===== src/rtl/core/idrq_pkg.sv =====
// ----------------------------------------------------------------------------
// idrq_pkg: shared types and constants for the int8 dot/requant block
// Lane count, stream field layout, register indexes, FSM states, commands.
// ----------------------------------------------------------------------------
`default_nettype none

package idrq_pkg;

    localparam int ROWS   = 4;
    localparam int LANE_W = (ROWS > 1) ? $clog2(ROWS) : 1;

    // input stream layout (tdata), lowest bit first
    localparam int A_W         = 8;
    localparam int BIAS_LSB    = ROWS * A_W + 8;
    localparam int MULT_LSB    = BIAS_LSB + 32;
    localparam int SHIFT_LSB   = MULT_LSB + 32;
    localparam int VALID_LSB   = SHIFT_LSB + 5;
    localparam int IN_BITS     = VALID_LSB + 3;
    localparam int IN_TDATA_W  = ((IN_BITS + 7) / 8) * 8;
    localparam int OUT_TDATA_W = ROWS * 8;

    // configuration port
    localparam int CFG_IDX_W  = 2;
    localparam int CFG_DATA_W = 8;
    localparam logic [CFG_IDX_W-1:0] CFG_ZERO_POINT = 2'd0;
    localparam logic [CFG_IDX_W-1:0] CFG_CLAMP_LOW  = 2'd1;
    localparam logic [CFG_IDX_W-1:0] CFG_CLAMP_HIGH = 2'd2;

    localparam logic signed [7:0] ZERO_POINT_RST = 8'sd0;
    localparam logic signed [7:0] CLAMP_LOW_RST  = -8'sd128;
    localparam logic signed [7:0] CLAMP_HIGH_RST = 8'sd127;

    localparam logic signed [31:0] INT32_MIN = 32'sh8000_0000;
    localparam logic signed [31:0] INT32_MAX = 32'sh7fff_ffff;
    localparam logic signed [63:0] HALF_Q31  = 64'sh0000_0000_4000_0000;

    typedef enum logic [2:0] {
        ST_IDLE,
        ST_BIAS,
        ST_MUL,
        ST_HIGH,
        ST_SHIFT,
        ST_OUT,
        ST_LOAD
    } idrq_state_t;

    typedef struct packed {
        logic              acc_en;
        logic              latch_en;
        logic [LANE_W-1:0] lane;
        logic              do_bias;
        logic              do_mul;
        logic              do_high;
        logic              do_shift;
        logic              do_out;
        logic              load_out;
    } idrq_cmd_t;

endpackage

`default_nettype wire


===== src/rtl/core/idrq_ctrl.sv =====
// ----------------------------------------------------------------------------
// idrq_ctrl: sequencer for accumulation and the per-lane epilogue
// Takes steps while idle, then walks the lanes through bias, multiply,
// rounding, shift and clamp, and loads the output register.
// ----------------------------------------------------------------------------
`default_nettype none

module idrq_ctrl (
    input  wire logic                clk,
    input  wire logic                rst_n,
    input  wire logic                s_axis_tvalid,
    input  wire logic                s_axis_tlast,
    output logic                     s_axis_tready,
    input  wire logic                m_axis_tready,
    output logic                     m_axis_tvalid,
    output idrq_pkg::idrq_cmd_t      cmd
);

    idrq_pkg::idrq_state_t            state_reg, state_next;
    logic [idrq_pkg::LANE_W-1:0]      lane_reg, lane_next;
    logic                             out_valid_reg, out_valid_next;

    always_ff @(posedge clk or negedge rst_n)
    begin
        if (!rst_n)
        begin
            state_reg     <= idrq_pkg::ST_IDLE;
            lane_reg      <= '0;
            out_valid_reg <= 1'b0;
        end
        else
        begin
            state_reg     <= state_next;
            lane_reg      <= lane_next;
            out_valid_reg <= out_valid_next;
        end
    end

    always_comb
    begin
        state_next    = state_reg;
        lane_next     = lane_reg;
        cmd           = '0;
        cmd.lane      = lane_reg;
        s_axis_tready = 1'b0;

        unique case (state_reg)
            idrq_pkg::ST_IDLE:
            begin
                s_axis_tready = 1'b1;
                if (s_axis_tvalid)
                begin
                    cmd.acc_en   = 1'b1;
                    cmd.latch_en = s_axis_tlast;
                    if (s_axis_tlast)
                    begin
                        lane_next  = '0;
                        state_next = idrq_pkg::ST_BIAS;
                    end
                end
            end
            idrq_pkg::ST_BIAS:
            begin
                cmd.do_bias = 1'b1;
                state_next  = idrq_pkg::ST_MUL;
            end
            idrq_pkg::ST_MUL:
            begin
                cmd.do_mul = 1'b1;
                state_next = idrq_pkg::ST_HIGH;
            end
            idrq_pkg::ST_HIGH:
            begin
                cmd.do_high = 1'b1;
                state_next  = idrq_pkg::ST_SHIFT;
            end
            idrq_pkg::ST_SHIFT:
            begin
                cmd.do_shift = 1'b1;
                state_next   = idrq_pkg::ST_OUT;
            end
            idrq_pkg::ST_OUT:
            begin
                cmd.do_out = 1'b1;
                if (lane_reg == idrq_pkg::LANE_W'(idrq_pkg::ROWS - 1))
                begin
                    state_next = idrq_pkg::ST_LOAD;
                end
                else
                begin
                    lane_next  = lane_reg + 1'b1;
                    state_next = idrq_pkg::ST_BIAS;
                end
            end
            idrq_pkg::ST_LOAD:
            begin
                // wait until the previous result has been taken
                if (!out_valid_reg || m_axis_tready)
                begin
                    cmd.load_out = 1'b1;
                    state_next   = idrq_pkg::ST_IDLE;
                end
            end
            default:
            begin
                state_next = idrq_pkg::ST_IDLE;
            end
        endcase
    end

    always_comb
    begin
        if (cmd.load_out)
        begin
            out_valid_next = 1'b1;
        end
        else if (m_axis_tready)
        begin
            out_valid_next = 1'b0;
        end
        else
        begin
            out_valid_next = out_valid_reg;
        end
    end

    assign m_axis_tvalid = out_valid_reg;

endmodule

`default_nettype wire


===== src/rtl/core/idrq_datapath.sv =====
// ----------------------------------------------------------------------------
// idrq_datapath: accumulators, shared requantization unit, output register
// Row MACs run in parallel; the epilogue handles one lane at a time.
// ----------------------------------------------------------------------------
`default_nettype none

module idrq_datapath (
    input  wire logic                                clk,
    input  wire logic                                rst_n,
    input  wire idrq_pkg::idrq_cmd_t                 cmd,
    input  wire logic [idrq_pkg::IN_TDATA_W-1:0]     s_axis_tdata,
    input  wire logic                                cfg_we,
    input  wire logic [idrq_pkg::CFG_IDX_W-1:0]      cfg_index,
    input  wire logic [idrq_pkg::CFG_DATA_W-1:0]     cfg_wdata,
    output logic      [idrq_pkg::OUT_TDATA_W-1:0]    m_axis_tdata
);

    localparam int ROWS = idrq_pkg::ROWS;

    logic signed [7:0]  zero_point_reg, clamp_low_reg, clamp_high_reg;
    logic [31:0]        acc_reg [ROWS];
    logic signed [31:0] bias_reg, mult_reg;
    logic [4:0]         shamt_reg;
    logic [2:0]         rows_valid_reg;
    logic signed [31:0] v_reg, high_reg, sh_reg;
    logic signed [63:0] prod_reg;
    logic               sat_reg;
    logic [7:0]         res_reg [ROWS];
    logic [idrq_pkg::OUT_TDATA_W-1:0] out_data_reg;

    logic signed [7:0]  b_col;
    logic signed [63:0] prod_next, rnd_sum;
    logic signed [31:0] sh_floor, zp_sum, clamp_lo32, clamp_hi32, lo_sat, res32;
    logic [31:0]        sh_mask, sh_rem, sh_thr;
    logic               lane_ok;

    assign b_col = s_axis_tdata[ROWS*8 +: 8];

    // configuration registers
    always_ff @(posedge clk or negedge rst_n)
    begin
        if (!rst_n)
        begin
            zero_point_reg <= idrq_pkg::ZERO_POINT_RST;
            clamp_low_reg  <= idrq_pkg::CLAMP_LOW_RST;
            clamp_high_reg <= idrq_pkg::CLAMP_HIGH_RST;
        end
        else if (cfg_we)
        begin
            unique case (cfg_index)
                idrq_pkg::CFG_ZERO_POINT: zero_point_reg <= cfg_wdata;
                idrq_pkg::CFG_CLAMP_LOW:  clamp_low_reg  <= cfg_wdata;
                idrq_pkg::CFG_CLAMP_HIGH: clamp_high_reg <= cfg_wdata;
                default:                  ;
            endcase
        end
    end

    // row accumulators, cleared when the result is loaded
    always_ff @(posedge clk or negedge rst_n)
    begin
        if (!rst_n)
        begin
            for (int i = 0; i < ROWS; i++)
            begin
                acc_reg[i] <= '0;
            end
        end
        else if (cmd.load_out)
        begin
            for (int i = 0; i < ROWS; i++)
            begin
                acc_reg[i] <= '0;
            end
        end
        else if (cmd.acc_en)
        begin
            for (int i = 0; i < ROWS; i++)
            begin
                acc_reg[i] <= acc_reg[i]
                    + 32'($signed(s_axis_tdata[i*8 +: 8]) * b_col);
            end
        end
    end

    // per-column parameters, taken with the last step
    always_ff @(posedge clk)
    begin
        if (cmd.latch_en)
        begin
            bias_reg       <= s_axis_tdata[idrq_pkg::BIAS_LSB  +: 32];
            mult_reg       <= s_axis_tdata[idrq_pkg::MULT_LSB  +: 32];
            shamt_reg      <= s_axis_tdata[idrq_pkg::SHIFT_LSB +: 5];
            rows_valid_reg <= s_axis_tdata[idrq_pkg::VALID_LSB +: 3];
        end
    end

    assign prod_next = v_reg * mult_reg;
    assign rnd_sum   = prod_reg + idrq_pkg::HALF_Q31;

    // rounding right shift, ties away from zero
    assign sh_floor = high_reg >>> shamt_reg;
    assign sh_mask  = (32'd1 << shamt_reg) - 32'd1;
    assign sh_rem   = high_reg & sh_mask;
    assign sh_thr   = (sh_mask >> 1) + {31'd0, high_reg[31]};

    // zero point (wrapping) and clamp, low bound first
    assign zp_sum     = sh_reg + 32'(zero_point_reg);
    assign clamp_lo32 = 32'(clamp_low_reg);
    assign clamp_hi32 = 32'(clamp_high_reg);
    assign lo_sat     = (zp_sum < clamp_lo32) ? clamp_lo32 : zp_sum;
    assign res32      = (lo_sat > clamp_hi32) ? clamp_hi32 : lo_sat;
    assign lane_ok    = {1'b0, cmd.lane} < (idrq_pkg::LANE_W + 1)'(rows_valid_reg);

    always_ff @(posedge clk)
    begin
        if (cmd.do_bias)
        begin
            v_reg <= acc_reg[cmd.lane] + bias_reg;
        end
        if (cmd.do_mul)
        begin
            prod_reg <= prod_next;
            sat_reg  <= (v_reg == idrq_pkg::INT32_MIN) && (mult_reg == idrq_pkg::INT32_MIN);
        end
        if (cmd.do_high)
        begin
            high_reg <= sat_reg ? idrq_pkg::INT32_MAX : rnd_sum[62:31];
        end
        if (cmd.do_shift)
        begin
            sh_reg <= sh_floor + ((sh_rem > sh_thr) ? 32'sd1 : 32'sd0);
        end
        if (cmd.do_out)
        begin
            res_reg[cmd.lane] <= lane_ok ? res32[7:0] : 8'd0;
        end
        if (cmd.load_out)
        begin
            for (int i = 0; i < ROWS; i++)
            begin
                out_data_reg[i*8 +: 8] <= res_reg[i];
            end
        end
    end

    assign m_axis_tdata = out_data_reg;

endmodule

`default_nettype wire


===== src/rtl/core/int8_dot_requant_four_rows.sv =====
// ----------------------------------------------------------------------------
// int8_dot_requant_four_rows: four-row int8 dot product with requantization
//
//   channel   dir  width  contents
//   s_axis    in   112    one reduction step (tlast = final step)
//   m_axis    out  32     four requantized int8 results
//   cfg       in   8      zero point, clamp low, clamp high
//
// A step that is not last is accumulated while idle. A last step is
// accumulated too; then each lane passes in turn through the shared
// epilogue (bias add, 32x32 multiply, Q31 rounding, rounding shift, zero
// point and clamp), and then the output register is loaded.
// Reset clears accumulators and restores register defaults. A stalled result
// holds the block in its load cycle only if a new column finishes first.
// ----------------------------------------------------------------------------
`default_nettype none

module int8_dot_requant_four_rows (
    input  wire logic                                clk,
    input  wire logic                                rst_n,
    input  wire logic                                s_axis_tvalid,
    output logic                                     s_axis_tready,
    // a_row0, a_row1, a_row2, a_row3, b_col, channel_bias, channel_multiplier,
    // channel_shift, rows_valid
    input  wire logic [idrq_pkg::IN_TDATA_W-1:0]     s_axis_tdata,
    input  wire logic                                s_axis_tlast,
    output logic                                     m_axis_tvalid,
    input  wire logic                                m_axis_tready,
    // out_row0, out_row1, out_row2, out_row3
    output logic      [idrq_pkg::OUT_TDATA_W-1:0]    m_axis_tdata,
    input  wire logic                                cfg_we,
    input  wire logic [idrq_pkg::CFG_IDX_W-1:0]      cfg_index,
    input  wire logic [idrq_pkg::CFG_DATA_W-1:0]     cfg_wdata
);

    idrq_pkg::idrq_cmd_t cmd;

    idrq_ctrl u_ctrl (
        .clk           (clk),
        .rst_n         (rst_n),
        .s_axis_tvalid (s_axis_tvalid),
        .s_axis_tlast  (s_axis_tlast),
        .s_axis_tready (s_axis_tready),
        .m_axis_tready (m_axis_tready),
        .m_axis_tvalid (m_axis_tvalid),
        .cmd           (cmd)
    );

    idrq_datapath u_datapath (
        .clk          (clk),
        .rst_n        (rst_n),
        .cmd          (cmd),
        .s_axis_tdata (s_axis_tdata),
        .cfg_we       (cfg_we),
        .cfg_index    (cfg_index),
        .cfg_wdata    (cfg_wdata),
        .m_axis_tdata (m_axis_tdata)
    );

`ifndef SYNTHESIS
    // no new request right after a final step: the epilogue owns the block
    a_busy_after_last: assert property (@(posedge clk) disable iff (!rst_n)
        (s_axis_tvalid && s_axis_tready && s_axis_tlast) |=> !s_axis_tready)
        else $error("request accepted during epilogue");

    // a pending result is never overwritten
    a_no_overwrite: assert property (@(posedge clk) disable iff (!rst_n)
        cmd.load_out |-> (!m_axis_tvalid || m_axis_tready))
        else $error("output register overwritten");

    // a result appears only from a load
    a_valid_from_load: assert property (@(posedge clk) disable iff (!rst_n)
        $rose(m_axis_tvalid) |-> $past(cmd.load_out))
        else $error("result valid without load");
`endif

endmodule

`default_nettype wire

===== config.mk =====
export PLATFORM = sky130hd
export DESIGN_NAME = int8_dot_requant_four_rows
export DESIGN_NICKNAME = d
export VERILOG_FILES = /design/src/rtl/core/idrq_pkg.sv /design/src/rtl/core/idrq_ctrl.sv /design/src/rtl/core/idrq_datapath.sv /design/src/rtl/core/int8_dot_requant_four_rows.sv
export SDC_FILE = /design/constraint.sdc
export NUM_CORES = 2
export LEC_CHECK = 0
export CORE_MARGIN = 8
export CORE_UTILIZATION = 60
export DETAILED_ROUTE_END_ITERATION = 7
export DONT_BUFFER_PORTS = 1
export GPL_TIMING_DRIVEN = 0
export PLACE_DENSITY = 0.79
export SETUP_SLACK_MARGIN = 0.5
export SYNTH_ARGS = -nofsm -noshare
export SYNTH_HDL_FRONTEND = slang
export SYNTH_SLANG_ARGS = --single-unit

===== constraint.sdc =====
create_clock -name clk -period 8.2 [get_ports clk]
set_clock_uncertainty 0.05 [all_clocks]
set_input_delay 1.23 -clock clk [delete_from_list [all_inputs] [get_ports clk]]
set_output_delay 1.23 -clock clk [all_outputs]
set_load 0.01 [all_outputs]

### Word-level counts from Yosys, hierarchy flattened

Memories as Yosys holds them, arrays and structs flattened. A register that Yosys moved wholly into a read port is not among the register bits.
Cells that the tools add are included.
W data, S select, Z words.

| storage, ports and cells | value |
|---|---|
| bits in registers | 390 |
| RAM bits | 32 |
| bits of input ports | 128 |
| output and inout port bits | 34 |
| logic and storage cells | 105 |
| memories kept | 1 |

Memories:

| memory | words | bits a word | rd ports | clocked after Yosys merged registers in | write ports | line | source |
|---|---|---|---|---|---|---|---|
| u_datapath.res_reg | 4 | 8 | 4 | 4 | 1 | idrq_datapath.sv:28 | `logic [7:0] res_reg [ROWS];` |

| operators by class | value |
|---|---|
| $add $sub $neg | 11 |
| multipliers | 5 |
| order comparisons | 5 |
| equality and inequality tests | 15 |
| shift operators | 2 |
| multiplexer cells | 32 |
| bitwise operators | 2 |
| reductions and logical operators | 13 |

Operators with widths:

| kind | number |
|---|---|
| $mux W128 | 2 |
| $add A32 B32 Y32 | 6 |
| $mux W32 | 3 |
| $bmux W32 S2 | 1 |
| $eq A32 B32 Y1 const B | 2 |
| $mul A8 B8 Y16 | 4 |
| $add A63 B32 Y63 const B | 1 |
| $mul A32 B32 Y63 | 1 |
| $add A31 B1 Y32 | 1 |
| $add A32 B8 Y32 | 1 |
| $and A32 B32 Y32 | 1 |
| $gt A32 B32 Y1 | 1 |
| $gt A32 B8 Y1 | 1 |
| $lt A32 B8 Y1 | 1 |
| $shl A1 B5 Y32 const A | 1 |
| $sshr A32 B5 Y32 | 1 |
| $sub A32 B1 Y32 const B | 1 |
| $pmux W3 S7 | 1 |
| $mux W8 | 2 |
| $mux W1 | 13 |
| $mux W3 | 4 |
| $mux W2 | 5 |
| $eq A3 B3 Y1 const B | 3 |
| $eq A3 B2 Y1 const B | 2 |
| 19 further kinds | 26 |

### Logic depth before layout (Yosys ltp)

| logic depth | value |
|---|---|
| depth in word-level cells | 6 |
| depth in mapped cells | 38 |
| mapped depth without buffers | 32 |

### By module

A second synthesis with hierarchy kept.

| second synthesis, totals | value |
|---|---|
| cell total of the unflattened synthesis | 7824 |
| area, all modules | 75184.6 µm² |

By module, submodules not included:

| module | times used | cells each | area each (µm²) | sequential area each (µm²) |
|---|---|---|---|---|
| idrq_datapath | 1 | 7782 | 74788.0 | 11801.3 |
| idrq_ctrl | 1 | 42 | 396.6 | 150.1 |

### Worst setup path before layout

No wires, ideal clock.

| timing path | value |
|---|---|
| path kind | in2reg |
| from | in s_axis_tdata[39] in the netlist's numbering |
| to | reg u_datapath.acc_reg[63] in the netlist's numbering |
| setup time | 171 ps |
| data arrival time | 8157 ps |
| required time | 7979 ps |
| setup slack | -178 ps |
| stages on the path | 28 |
| path buffers | 2 |
| cells stage by stage | clkbuf_1 > clkbuf_1 > nand2b_1 > fa_1 > fa_1 > inv_1 > fa_1 > inv_1 > fa_1 > inv_1 > ha_1 > o21ai_0 > nor2_1 > o41ai_1 > o21ai_0 > o41ai_1 > xnor2_1 > ha_1 > a21o_1 > a21o_1 > a2111oi_0 > nor2_1 > nor4b_1 > o22ai_1 > o2111ai_1 > mux2i_1 > a221oi_1 > o31ai_1 |

| on the way | value |
|---|---|
| longest elaborated chain between the ends | 4 |

RTL lines:

| element | line | source |
|---|---|---|
| from (decl) | int8_dot_requant_four_rows.sv:25 | `input wire logic [idrq_pkg::IN_TDATA_W-1:0] s_axis_tdata,` |
| $mul A8 B8 Y16 | idrq_datapath.sv:81 | `+ 32'($signed(s_axis_tdata[i*8 +: 8]) * b_col);` |
| $add A32 B32 Y32 | idrq_datapath.sv:81 |  |
| $mux W128 | idrq_datapath.sv:76 | `else if (cmd.acc_en)` |
| $mux W128 | idrq_datapath.sv:69 | `else if (cmd.load_out)` |
| to (signal, indexed assignment) | idrq_datapath.sv:80 | `acc_reg[i] <= acc_reg[i]` |
| to (decl) | idrq_datapath.sv:21 | `logic [31:0] acc_reg [ROWS];` |

Every way passes these cells. The select of a mux whose other input is x is not followed.
A chain may end at the register's enable or synchronous reset.

### Worst setup path in the final report

| timing path | value |
|---|---|
| from | reg u_datapath.mult_reg[31] |
| to | reg u_datapath.prod_reg[56] (data pin) |

| on the way | value |
|---|---|
| longest elaborated chain between the ends | 1 |

RTL lines:

| element | line | source |
|---|---|---|
| from (decl) | idrq_datapath.sv:22 | `logic signed [31:0] bias_reg, mult_reg;` |
| from (signal assigned) | idrq_datapath.sv:92 | `mult_reg <= s_axis_tdata[idrq_pkg::MULT_LSB +: 32];` |
| $mul A32 B32 Y63 | idrq_datapath.sv:98 | `assign prod_next = v_reg * mult_reg;` |
| named net u_datapath.prod_next[56] | idrq_datapath.sv:32 | `logic signed [63:0] prod_next, rnd_sum;` |
| to (signal assigned) | idrq_datapath.sv:123 | `prod_reg <= prod_next;` |
| to (decl) | idrq_datapath.sv:26 | `logic signed [63:0] prod_reg;` |

The timed path passes the listed nets, and every way through them passes these cells.

==> flow_summary.ini <==
[run_status]
status = finished with violations
violations = negative setup slack

[synth]
synth_ff_type = edfxtp_1
async_flop_share_pct = 37.26
yosysWarnings = 0
synth-seq-cells = 424
synth_edf_count = 266
ys_seq_area_share_pct = 15.89
syn_nets = 9851
syn-instance-count = 7839
avgSynthCellArea_sq_um = 9.593
synth_cell_types = 97
syn_area_sq_um = 75200

[floorplanning]
row_count = 130
die_w_microns = 370.0
die_area_sq_um = 136900
start_util_pct = 60.12
ios = 162
dieHeight_microns = 370.0
coreArea_sq_um = 125100

[worst_setup_path]
worstSetupPathType = reg -> reg
path_max_fanout = 10
critPathMostFrequentCell = fa_1
crit_arrival_ps = 8790
cp-start-kind = register
worstPathCellList = clkbuf_2, nor2b_2, fa_1, fa_1, fa_1, fa_1, fa_1, fa_1, fa_1, fa_1, ha_2, and4_4, a211oi_2, o21ai_2, a31oi_4, a311oi_4, o2111ai_4, buf_6, buf_6, buf_6, a21oi_4, a21o_1, a21oi_2, xnor2_1
crit_required_ps = 8540
endpoint_kind = register
cpPeakStageDelay_ps = 590
slowest_stage = edfxtp_1

[clock_tree]
cts_made_buffers = 50
cts_max_level = 2
clock_path_buffers = 3
clkLatencyLatePin_ps = 690
cts.clk_slew.worst_paths_ps = 80
clkSinkCount = 424
cts_tree = done
cts_hold_buf = 0
clock-root-buffer = clkbuf_16

[sta]
period_minus_slack_ps = 8452
tightest_slew_ps = 1252
setup_violations = 11
setup_ws_ps = -251.7
slew_headroom_pct = 15.89
finalMaxSlewViolations = 0
post-route-period-util_pct = 103.1
rsz0062_at_grt = yes
fmax_mhz = 118.3
finalHoldViolations = 0

[drt]
wirelength_mm = 256.0
via_per_inst = 6.122
wl_per_cell_microns = 25.87
drt-initial-drc-count = 6054
vias = 60590
postRouteAntennaNets = 0
drc = 0
firstDrtPassIters = 6

[cells_and_area]
multi_input_area_sq_um = 58580
area_delta_synth_final_pct = 13.27
fin_nets = 10200
largest_reg_flops = 128
post-route-util_pct = 68.10
layout.area.seq_sq_um = 11960
final_common_cell = inv_1
layout_common_cells = inv_1, fa_1, nand2_1
drive_gt1_share_pct = 13.47
finalNonFillerCells = 9897
final_cell_area_sq_um = 85180
fill_cells = 9442

[grt]
grt_max_degree = 159
use_met2_pct = 57.92
grt_pass1_vias = 62940
grt_first_pass_wirelength_mm = 379.3
antenna_found_initial = 27
grt_usage_pct = 36.93
grt.overflow.total = 0
use_met3_pct = 10.27
grt_busiest_layer = met2
grt_util_met1_pct = 46.17

[place]
place_hpwl_mm = 200.9
place.gp.congestion = 1.057
placed_area_sq_um = 77560
placed_cells = 9496
io_buffers = 0

[job]
cap_viol_max_count = 0

[hold_path]
holdCritPathClass = in -> async
[final timing paths]
path                       slack [ps]                                       end  cells after the start                               start
min in group clk                  370                 m_axis_tdata[6]$_DFFE_PP_                      0  u_datapath.res_reg[0][6]$_DFFE_PP_
max in group asynchronous        7530  u_datapath.clamp_high_reg[6]$_DFFE_PN1P_                      0                               rst_n
setup / recovery                 -250         u_datapath.prod_reg[56]$_DFFE_PP_                     24   u_datapath.mult_reg[31]$_DFFE_PP_
setup reg to reg                 -250         u_datapath.prod_reg[56]$_DFFE_PP_                     24   u_datapath.mult_reg[31]$_DFFE_PP_
hold / removal                    240          u_ctrl.m_axis_tvalid$_DFFE_PN0P_                      0                               rst_n
hold reg to reg                   370                 m_axis_tdata[6]$_DFFE_PP_                      0  u_datapath.res_reg[0][6]$_DFFE_PP_
[per-stage QoR]
stage	hold slack [ps]	setup TNS [ps]	setup WS [ps]
3_3_place_gp	350.8	-107930	-2119
2_1_floorplan	350.3	0	459.3
4_1_cts	198.8	-383.5	-73.37
6_report	240.1	-1684	-251.7
5_1_grt	222.4	-2982	-368.5
3_5_place_dp	354.5	-120890	-2231
[synth_stat cells (75+ instances only)]
master / instances / area, sq um
nand2_1: 1013 / 3802
inv_1: 1417 / 5319
clkbuf_1: 288 / 1081
ha_1: 586 / 7332
a21o_1: 149 / 1119
fa_1: 1298 / 25980
a21oi_1: 268 / 1341
nor2b_1: 75 / 469.2
and2_1: 520 / 3253
xor2_1: 117 / 1025
o21ai_0: 282 / 1411
nor2_1: 198 / 743.2
dfrtp_1: 150 / 3754
nand2b_1: 109 / 681.9
xnor2_1: 218 / 1909
edfxtp_1: 266 / 7988
[timing repair]
action                                  4_1_cts  5_1_grt
cloned                                        1        0
endpoints found under the setup margin      142      105
buffers inserted                            207       81
pin swaps                                    88      117
gates resized for setup                     626      366
[area by class of cell]
class,count,share of cell area (%)
Antenna cell,20,0.05876
Clock buffer,57,1.511
Clock inverter,36,0.4539
Multi-Input combinational cell,5676,68.77
Inverter,1418,6.272
Sequential cell,424,14.04
Buffer,321,3.259
Tap cell,1650,2.424
Timing Repair Buffer,295,3.212
[worst max-delay path: cells and delay by family, from the launching register on]
kind | cells | cell delay [ps]
and+or+nand+nor | 2 | 770
xor gates and xnor gates | 1 | 150
buffers and inverters | 4 | 770
DFF | 1 | 590
AOI/OAI and AO/OA | 8 | 1390
adders and majority gates | 9 | 4430
[logic make-up (layout without fill, tap and decap cells)]
group	after synthesis	count (layout)	share of synthesized area, %
buffers and inverters	1740	2127	8.890
XOR/XNOR	335	336	3.902
flip-flops	424	424	15.89
AO/OA/AOI/OAI	1026	1026	8.537
other	2	22	0.009987
AND/OR/NAND/NOR	2275	2275	14.90
multiplexers	153	153	3.559
adder cells (fa/ha/maj)	1884	1884	44.31
[per-layer routing]
| metal | wire [microns] | vias up |
|---|---|---|
| met2 | 115900 | 3498 |
| met4 | 18560 | 18 |
| li1 | - | 25700 |
| met5 | 150 | - |
| met3 | 29380 | 894 |
| met1 | 92080 | 30480 |
Power is left out: the tool's default activity adds up to more than one toggle a clock period on the data nets, which glitch-free logic cannot reach.
